==> src/design/klprs_pkg.sv <==
// shared types and constants of the key long-press / auto-repeat scanner
// no dependencies; used by the channel interfaces, the divider and the top level
package klprs_pkg;

   localparam int unsigned TICK_W   = 32;
   localparam int unsigned SLOT_W   = 3;
   localparam int unsigned PERIOD_W = 16;
   localparam int unsigned COUNT_W  = 16;
   localparam int unsigned CSR_IDX_W  = 2;
   localparam int unsigned CSR_DATA_W = 16;

   // configuration register indexes
   localparam logic [CSR_IDX_W-1:0] CSR_PRESS_LEVEL   = 2'd0;
   localparam logic [CSR_IDX_W-1:0] CSR_BURST_ENABLE  = 2'd1;
   localparam logic [CSR_IDX_W-1:0] CSR_LONG_PRESS_MS = 2'd2;
   localparam logic [CSR_IDX_W-1:0] CSR_BURST_LIMIT   = 2'd3;

   localparam logic [PERIOD_W-1:0] LONG_PRESS_MS_RESET = 16'd200;

   typedef struct packed {
      logic [TICK_W-1:0] tick_now;
      logic [SLOT_W-1:0] key_slot;
      logic              pin_level;
   } req_type;

   typedef struct packed {
      logic [SLOT_W-1:0] event_key;
      logic              is_release;
      logic              is_long;
   } rsp_type;

   // one per-key entry of the state memory
   typedef struct packed {
      logic [TICK_W-1:0]  press_time;
      logic [COUNT_W-1:0] event_count;
   } entry_type;

   typedef struct packed {
      logic start;
   } div_ctrl_type;

   typedef struct packed {
      logic busy;
      logic done;
      logic rem_zero;
      logic quot_nz;
   } div_stat_type;

   typedef enum logic [2:0] {
      ST_IDLE,
      ST_READ,
      ST_EVAL,
      ST_DIV,
      ST_FINISH
   } state_type;

endpackage

==> src/design/klprs_req_if.sv <==
// sample channel: valid/ready handshake carrying one key sample per beat
// depends on klprs_pkg
interface klprs_req_if;
   logic              valid;
   logic              ready;
   klprs_pkg::req_type payload;

   modport source (output valid, output payload, input ready);
   modport sink   (input valid, input payload, output ready);
endinterface

==> src/design/klprs_rsp_if.sv <==
// event channel: valid/ready handshake carrying one key event per beat
// depends on klprs_pkg
interface klprs_rsp_if;
   logic              valid;
   logic              ready;
   klprs_pkg::rsp_type payload;

   modport source (output valid, output payload, input ready);
   modport sink   (input valid, input payload, output ready);
endinterface

==> src/design/key_long_press_repeat_scanner_top.sv <==
// Key long-press / auto-repeat scanner. Each sample beat (tick, key slot, pin level) is
// taken only while the block is idle; a sample of a held key runs the elapsed time through
// a bit-serial divider against the period in 32 one-bit steps, between the evaluate and
// finish steps; any other sample goes from evaluate to finish, and a slot at or above
// NUM_KEYS is dropped with no event. Per-key state lives in a small
// memory whose entries read as zero until first written. The event register lets the
// next sample be accepted while an earlier event still waits on the event channel.
// Depends on klprs_pkg, klprs_req_if, klprs_rsp_if and klprs_div.
module key_long_press_repeat_scanner_top #(
   parameter int unsigned NUM_KEYS = 8
) (
   input  logic                                 clock,
   input  logic                                 reset,
   klprs_req_if.sink                            req_chan,
   klprs_rsp_if.source                          rsp_chan,
   input  logic                                 csr_wr_en,
   input  logic [klprs_pkg::CSR_IDX_W-1:0]      csr_index,
   input  logic [klprs_pkg::CSR_DATA_W-1:0]     csr_wr_data
);

   localparam int unsigned IDX_W = (NUM_KEYS > 1) ? $clog2(NUM_KEYS) : 1;
   localparam logic [6:0]  KEYS_LIMIT = 7'(NUM_KEYS);

   // configuration
   logic                               press_level_ff;
   logic                               burst_enable_ff;
   logic [klprs_pkg::PERIOD_W-1:0]     long_press_ms_ff;
   logic [klprs_pkg::COUNT_W-1:0]      burst_limit_ff;

   // item in flight
   klprs_pkg::state_type               state_ff, state_in;
   logic [klprs_pkg::TICK_W-1:0]       tick_ff;
   logic [klprs_pkg::SLOT_W-1:0]       slot_ff;
   logic [IDX_W-1:0]                   idx_ff;
   logic                               pressed_ff;

   // per-key state
   klprs_pkg::entry_type               mem [NUM_KEYS];
   klprs_pkg::entry_type               rd_ff;
   logic [NUM_KEYS-1:0]                valid_ff;
   klprs_pkg::entry_type               cur;
   klprs_pkg::entry_type               upd;

   // result register
   logic                               rsp_valid_ff;
   klprs_pkg::rsp_type                 rsp_ff;

   klprs_pkg::div_ctrl_type            div_ctrl;
   klprs_pkg::div_stat_type            div_stat;
   logic [klprs_pkg::TICK_W-1:0]       elapsed;

   logic                               accept;
   logic                               slot_ok;
   logic                               need_div;
   logic                               can_load;
   logic                               finish_go;
   logic                               fire;
   logic                               rel;
   logic                               period_zero;

   assign accept  = req_chan.valid && req_chan.ready;
   assign slot_ok = {4'b0, req_chan.payload.key_slot} < KEYS_LIMIT;

   // an entry never written reads as idle
   assign cur         = valid_ff[idx_ff] ? rd_ff : '0;
   assign elapsed     = tick_ff - cur.press_time;
   assign need_div    = pressed_ff && (cur.press_time != '0);
   assign can_load    = !rsp_valid_ff || rsp_chan.ready;
   assign period_zero = (long_press_ms_ff == '0);

   // event decision and entry update for the current sample
   always_comb begin
      fire = 1'b0;
      rel  = 1'b0;
      upd  = cur;
      if (pressed_ff) begin
         if (cur.press_time == '0) begin
            upd.press_time = tick_ff;
         end else if (burst_enable_ff) begin
            if ((period_zero || div_stat.rem_zero) && (cur.event_count < burst_limit_ff)) begin
               fire            = 1'b1;
               upd.event_count = cur.event_count + 1'b1;
            end
         end else if ((period_zero || div_stat.quot_nz) && (cur.event_count == '0)) begin
            fire            = 1'b1;
            upd.event_count = klprs_pkg::COUNT_W'(1);
         end
      end else if (cur.press_time != '0) begin
         fire = 1'b1;
         rel  = 1'b1;
         upd  = '0;
      end
   end

   // next state
   always_comb begin
      state_in = state_ff;
      case (state_ff)
         klprs_pkg::ST_IDLE: begin
            if (accept && slot_ok) state_in = klprs_pkg::ST_READ;
         end
         klprs_pkg::ST_READ:   state_in = klprs_pkg::ST_EVAL;
         klprs_pkg::ST_EVAL:   state_in = need_div ? klprs_pkg::ST_DIV : klprs_pkg::ST_FINISH;
         klprs_pkg::ST_DIV: begin
            if (div_stat.done) state_in = klprs_pkg::ST_FINISH;
         end
         klprs_pkg::ST_FINISH: begin
            if (can_load) state_in = klprs_pkg::ST_IDLE;
         end
         default:              state_in = klprs_pkg::ST_IDLE;
      endcase
   end

   // state outputs
   always_comb begin
      req_chan.ready = 1'b0;
      div_ctrl.start = 1'b0;
      finish_go      = 1'b0;
      case (state_ff)
         klprs_pkg::ST_IDLE:   req_chan.ready = 1'b1;
         klprs_pkg::ST_EVAL:   div_ctrl.start = need_div;
         klprs_pkg::ST_FINISH: finish_go      = can_load;
         default: begin
         end
      endcase
   end

   always_ff @(posedge clock) begin
      if (reset) begin
         state_ff <= klprs_pkg::ST_IDLE;
      end else begin
         state_ff <= state_in;
      end
   end

   always_ff @(posedge clock) begin
      if (accept) begin
         tick_ff    <= req_chan.payload.tick_now;
         slot_ff    <= req_chan.payload.key_slot;
         idx_ff     <= IDX_W'(req_chan.payload.key_slot);
         pressed_ff <= (req_chan.payload.pin_level == press_level_ff);
      end
   end

   // configuration writes
   always_ff @(posedge clock) begin
      if (reset) begin
         press_level_ff   <= 1'b0;
         burst_enable_ff  <= 1'b0;
         long_press_ms_ff <= klprs_pkg::LONG_PRESS_MS_RESET;
         burst_limit_ff   <= '0;
      end else if (csr_wr_en) begin
         case (csr_index)
            klprs_pkg::CSR_PRESS_LEVEL:   press_level_ff   <= csr_wr_data[0];
            klprs_pkg::CSR_BURST_ENABLE:  burst_enable_ff  <= csr_wr_data[0];
            klprs_pkg::CSR_LONG_PRESS_MS: long_press_ms_ff <= csr_wr_data;
            klprs_pkg::CSR_BURST_LIMIT:   burst_limit_ff   <= csr_wr_data;
            default: begin
            end
         endcase
      end
   end

   // per-key state memory
   always_ff @(posedge clock) begin
      if (state_ff == klprs_pkg::ST_READ) begin
         rd_ff <= mem[idx_ff];
      end
      if (finish_go) begin
         mem[idx_ff] <= upd;
      end
   end

   always_ff @(posedge clock) begin
      if (reset) begin
         valid_ff <= '0;
      end else if (finish_go) begin
         valid_ff[idx_ff] <= 1'b1;
      end
   end

   // event register
   always_ff @(posedge clock) begin
      if (reset) begin
         rsp_valid_ff <= 1'b0;
      end else if (finish_go && fire) begin
         rsp_valid_ff <= 1'b1;
      end else if (rsp_chan.ready) begin
         rsp_valid_ff <= 1'b0;
      end
   end

   always_ff @(posedge clock) begin
      if (finish_go && fire) begin
         rsp_ff.event_key  <= slot_ff;
         rsp_ff.is_release <= rel;
         rsp_ff.is_long    <= !rel;
      end
   end

   assign rsp_chan.valid   = rsp_valid_ff;
   assign rsp_chan.payload = rsp_ff;

   klprs_div u_div (
      .clock    (clock),
      .reset    (reset),
      .ctrl     (div_ctrl),
      .dividend (elapsed),
      .divisor  (long_press_ms_ff),
      .stat     (div_stat)
   );

`ifndef SYNTHESIS
   // divider is never restarted mid-run
   assert property (@(posedge clock) disable iff (reset) div_ctrl.start |-> !div_stat.busy)
      else $error("divider started while busy");

   // divider completion only lands while the sequencer waits for it
   assert property (@(posedge clock) disable iff (reset)
      div_stat.done |-> (state_ff == klprs_pkg::ST_DIV))
      else $error("divider done outside wait state");

   // a new event only comes out of the finish step
   assert property (@(posedge clock) disable iff (reset)
      $rose(rsp_valid_ff) |-> $past(state_ff == klprs_pkg::ST_FINISH))
      else $error("event raised outside finish step");

   // a pending event is never overwritten
   assert property (@(posedge clock) disable iff (reset)
      (rsp_valid_ff && !rsp_chan.ready) |=> $stable(rsp_ff))
      else $error("pending event overwritten");

   // reset leaves every key idle
   assert property (@(posedge clock) reset |=> (valid_ff == '0))
      else $error("key state not cleared by reset");
`endif

endmodule

==> src/design/klprs_div.sv <==
// bit-serial restoring divider: 32-bit dividend by 16-bit divisor, one bit a cycle
// reports whether the remainder is zero and whether the quotient is nonzero; uses klprs_pkg
module klprs_div (
   input  logic                                  clock,
   input  logic                                  reset,
   input  klprs_pkg::div_ctrl_type               ctrl,
   input  logic [klprs_pkg::TICK_W-1:0]          dividend,
   input  logic [klprs_pkg::PERIOD_W-1:0]        divisor,
   output klprs_pkg::div_stat_type               stat
);

   localparam int unsigned CNT_W = $clog2(klprs_pkg::TICK_W);

   logic                             busy_ff, busy_in;
   logic                             done_ff, done_in;
   logic [CNT_W-1:0]                 cnt_ff, cnt_in;
   logic [klprs_pkg::TICK_W-1:0]     num_ff, num_in;
   logic [klprs_pkg::PERIOD_W-1:0]   rem_ff, rem_in;
   logic                             qnz_ff, qnz_in;

   logic [klprs_pkg::PERIOD_W:0]     trial;
   logic [klprs_pkg::PERIOD_W:0]     diff;
   logic                             take;

   // shift the next dividend bit into the partial remainder and try the subtract
   assign trial = {rem_ff, num_ff[klprs_pkg::TICK_W-1]};
   assign diff  = trial - {1'b0, divisor};
   assign take  = !diff[klprs_pkg::PERIOD_W];

   always_comb begin
      busy_in = busy_ff;
      done_in = 1'b0;
      cnt_in  = cnt_ff;
      num_in  = num_ff;
      rem_in  = rem_ff;
      qnz_in  = qnz_ff;
      if (ctrl.start) begin
         busy_in = 1'b1;
         cnt_in  = '0;
         num_in  = dividend;
         rem_in  = '0;
         qnz_in  = 1'b0;
      end else if (busy_ff) begin
         num_in = {num_ff[klprs_pkg::TICK_W-2:0], 1'b0};
         rem_in = take ? diff[klprs_pkg::PERIOD_W-1:0] : trial[klprs_pkg::PERIOD_W-1:0];
         qnz_in = qnz_ff | take;
         cnt_in = cnt_ff + 1'b1;
         if (cnt_ff == CNT_W'(klprs_pkg::TICK_W - 1)) begin
            busy_in = 1'b0;
            done_in = 1'b1;
         end
      end
   end

   always_ff @(posedge clock) begin
      if (reset) begin
         busy_ff <= 1'b0;
         done_ff <= 1'b0;
      end else begin
         busy_ff <= busy_in;
         done_ff <= done_in;
      end
   end

   always_ff @(posedge clock) begin
      cnt_ff <= cnt_in;
      num_ff <= num_in;
      rem_ff <= rem_in;
      qnz_ff <= qnz_in;
   end

   assign stat.busy     = busy_ff;
   assign stat.done     = done_ff;
   assign stat.rem_zero = (rem_ff == '0);
   assign stat.quot_nz  = qnz_ff;

endmodule

==> src/flat_wrapper.sv <==
// flat-port wrapper written by rule: the top's interface ports become plain ports
module key_long_press_repeat_scanner_top_flat 
#(
   parameter int unsigned NUM_KEYS = 8
)
  (clock, reset, csr_wr_en, csr_index, csr_wr_data, req_chan_valid, req_chan_payload, req_chan_ready, rsp_chan_valid, rsp_chan_payload, rsp_chan_ready);
  klprs_req_if req_chan_i ();
  klprs_rsp_if rsp_chan_i ();
  input  logic clock;
  input  logic reset;
  input  logic csr_wr_en;
  input  logic [klprs_pkg::CSR_IDX_W-1:0] csr_index;
  input  logic [klprs_pkg::CSR_DATA_W-1:0] csr_wr_data;
  input wire logic [$bits(req_chan_i.valid)-1:0] req_chan_valid;
  input wire logic [$bits(req_chan_i.payload)-1:0] req_chan_payload;
  output wire logic [$bits(req_chan_i.ready)-1:0] req_chan_ready;
  output wire logic [$bits(rsp_chan_i.valid)-1:0] rsp_chan_valid;
  output wire logic [$bits(rsp_chan_i.payload)-1:0] rsp_chan_payload;
  input wire logic [$bits(rsp_chan_i.ready)-1:0] rsp_chan_ready;
  assign req_chan_i.valid = req_chan_valid;
  assign req_chan_i.payload = req_chan_payload;
  assign req_chan_ready = req_chan_i.ready;
  assign rsp_chan_valid = rsp_chan_i.valid;
  assign rsp_chan_payload = rsp_chan_i.payload;
  assign rsp_chan_i.ready = rsp_chan_ready;
  key_long_press_repeat_scanner_top #(.NUM_KEYS(NUM_KEYS)) u_core (.clock(clock), .reset(reset), .req_chan(req_chan_i), .rsp_chan(rsp_chan_i), .csr_wr_en(csr_wr_en), .csr_index(csr_index), .csr_wr_data(csr_wr_data));
endmodule
==> config.mk <==
export PLATFORM = sky130hd
export DESIGN_NAME = key_long_press_repeat_scanner_top_flat
export DESIGN_NICKNAME = d
export VERILOG_FILES = /design/src/design/klprs_pkg.sv /design/src/design/klprs_req_if.sv /design/src/design/klprs_rsp_if.sv /design/src/design/key_long_press_repeat_scanner_top.sv /design/src/design/klprs_div.sv /design/src/flat_wrapper.sv
export SDC_FILE = /design/constraint.sdc
export NUM_CORES = 1
export LEC_CHECK = 0
export BUFFER_PORTS_ARGS = -buffer_cell sky130_fd_sc_hd__buf_4
export CAP_MARGIN = 0
export CORE_AREA = 2 2 252 205
export CTS_CLUSTER_DIAMETER = 150
export CTS_CLUSTER_SIZE = 24
export DETAILED_ROUTE_END_ITERATION = 7
export DIE_AREA = 0 0 254 207
export HOLD_SLACK_MARGIN = 0.12
export PLACE_DENSITY = 0.66
export SLEW_MARGIN = 20
export SYNTH_ARGS = -nofsm -noshare
export SYNTH_HDL_FRONTEND = slang
export SYNTH_HIERARCHICAL = 1
export SYNTH_SLANG_ARGS = --single-unit
==> constraint.sdc <==
create_clock -name clock -period 7.2 [get_ports clock]
set_clock_uncertainty 0.2 [all_clocks]
set_input_delay 0.36 -clock clock [delete_from_list [all_inputs] [get_ports clock]]
set_output_delay 0.36 -clock clock [all_outputs]
set_load 0.02 [all_outputs]
==> results.cfg <==
[outcome]
status = completed

[layout]
final_area_um2 = 27600
diodes = 0
layout-drive-gt1-share = 0.105
nets = 2085
syn_to_final_growth_pct = 11.5

[timing]
max_freq_mhz = 171
slew_headroom = 0.180
min_period_ns = 5.83
rsz0062_at_grt = false
tightest_slew_ns = 1.22
tns_ns = 0
slew_viol_final = 0
worst_slack_ns = 1.37
finalHoldViolCount = 0
setup_viol = 0
hold-worst-slack_ns = 0.258
fin_crit_sh = 0.810

[placement]
gp_congestion = 0.921
port_buffers = 65
post-place-ws_ns = 1.43
dpl_cell_area_um2 = 26100
dp.final_hpwl_um = 37500

[clock_tree]
htreeDepth = 1
cts.sinks = 575
clock_latency_ns = 0.62
cts_tree = yes
cts_made_buffers = 27
clkTransAtPathRegs_ns = 0.10
clk_path_buf_depth = 3
post_cts_buffers = 0
cts_root_buffer = clkbuf_16

[critical_path]
cp_max_fo = 41
crit_path_start_kind = register
critPathCaptureType = register
cp.arrival_ns = 5.94
ff2ff_setup_slack_ns = 1.37
worstSetupPathType = register to register
crit_required_ns = 7.31

[synthesis]
avgSynthCellArea_um2 = 13.4
synth_cells = 1852
synth_fp_nets = 1978
ys_warn_count = 6
netlist_area_um2 = 24800

[floorplan]
fp.dieH_um = 207
core_area_um2 = 50200
pin_count = 66
die_width_um = 254
rows = 74
initial_utilization = 0.493
die_area_um2 = 52600

[power]
vdd_drop_max_uv = 185
pwr_density_cell_nw_per_um2 = 218
leakagePower_nw = 9.48

[global_routing]
grt_max_degree = 61
grt_first_pass_wirelength_um = 94800
grt_overflow_total = 0
track_usage = 0.237
grt_pass1_vias = 15250
antenna_found_initial = 0

[route]
route.detailed.drc = 0
vias = 16068
vias_per_cell = 6.03
dr.pass1.iters = 5
drt-total-wl_um = 63000
ant_nets = 0
drtIter0Drc = 1909
routedWlPerCell_um = 23.6

[worst_hold_path]
min_path_type = input port to register

[flow_run]
drv_cap = 0
==> cell type report <==
class	instances	area [um^2]
multi-input cells	1117	7670
inverters	64	240
flip-flops and latches	575	16600
clock buffers	49	762
well taps	684	856
clock inverters	1	20.0
fillers	4087	22600
repair buffers	174	1490
==> worst max-delay path, cell delays in order (launching register included) <==
cell	delay (ns)
edfxtp_1	0.87
clkinv_1	0.55
mux2_2	0.96
buf_4	0.29
nand2_1	0.16
inv_1	0.10
ha_1	0.25
a21o_1	0.17
a21o_1	0.17
a211o_1	0.29
o211ai_1	0.11
o211ai_2	0.36
nand3b_1	0.37
o221ai_1	0.66
==> power breakdown <==
part	total (mW)	internal, mW	switching, mW
clock network	1.74	0.727	1.01
registers	3.73	3.68	0.0553
logic	0.554	0.214	0.341
total	6.02	4.62	1.41
==> timing repair <==
item                                    4_1_cts  5_1_grt
hold buffers                                 74        0
resized for setup                             0        0
endpoints found under the setup margin        0        0
hold endpoints to repair                     84        0
==> worst paths after layout <==
path	from	to	cells past startpoint
worst max-delay path	u_core/idx_ff[1]	u_core/mem[4][10]	13
worst min register to register	u_core/burst_limit_ff[10]	u_core/burst_limit_ff[10]	2
worst max register to register	u_core/idx_ff[1]	u_core/mem[4][10]	13
worst min-delay path	req_chan_payload[10]	u_core/tick_ff[6]	2
==> state kept, by name, indices dropped and copies added (netlist names), 8 cells and up <==
name	flops
u_core/mem	384
u_core/rd_ff	48
u_core/tick_ff	32
u_core/u_div/num_ff	32
u_core/burst_limit_ff	16
u_core/long_press_ms_ff	16
u_core/u_div/rem_ff	16
u_core/valid_ff	8
==> cell usage in the layout, fill, tap and decap left out, types with 26 or more instances in the layout <==
cell,count
a22oi_1,183
mux2_2,34
inv_1,63
dlygate4sd3_1,74
mux2i_1,26
clkbuf_16,27
ha_1,65
xnor2_1,26
nand2_1,187
nand4_1,61
edfxtp_1,505
buf_4,100
a21oi_1,82
dfxtp_1,70
nor2_1,83
==> metal layers <==
metal,up-vias,wire length [um],global-route usage
li1,7338,-,-
met1,8004,29100,0.380
met2,659,26700,0.335
met3,67,6120,0.0467
met4,0,1060,0.0436
met5,-,0,0
==> metrics by stage <==
stage	std cells	total power [mW]	utilization
5_1_grt	2664	6.22	0.550
2_1_floorplan	1852	4.13	-
6_report	2664	6.02	0.550
3_5_place_dp	2540	4.32	0.520
3_3_place_gp	2540	4.31	0.520
4_1_cts	2664	6.04	0.550
Power figures use the tool's default switching activity.
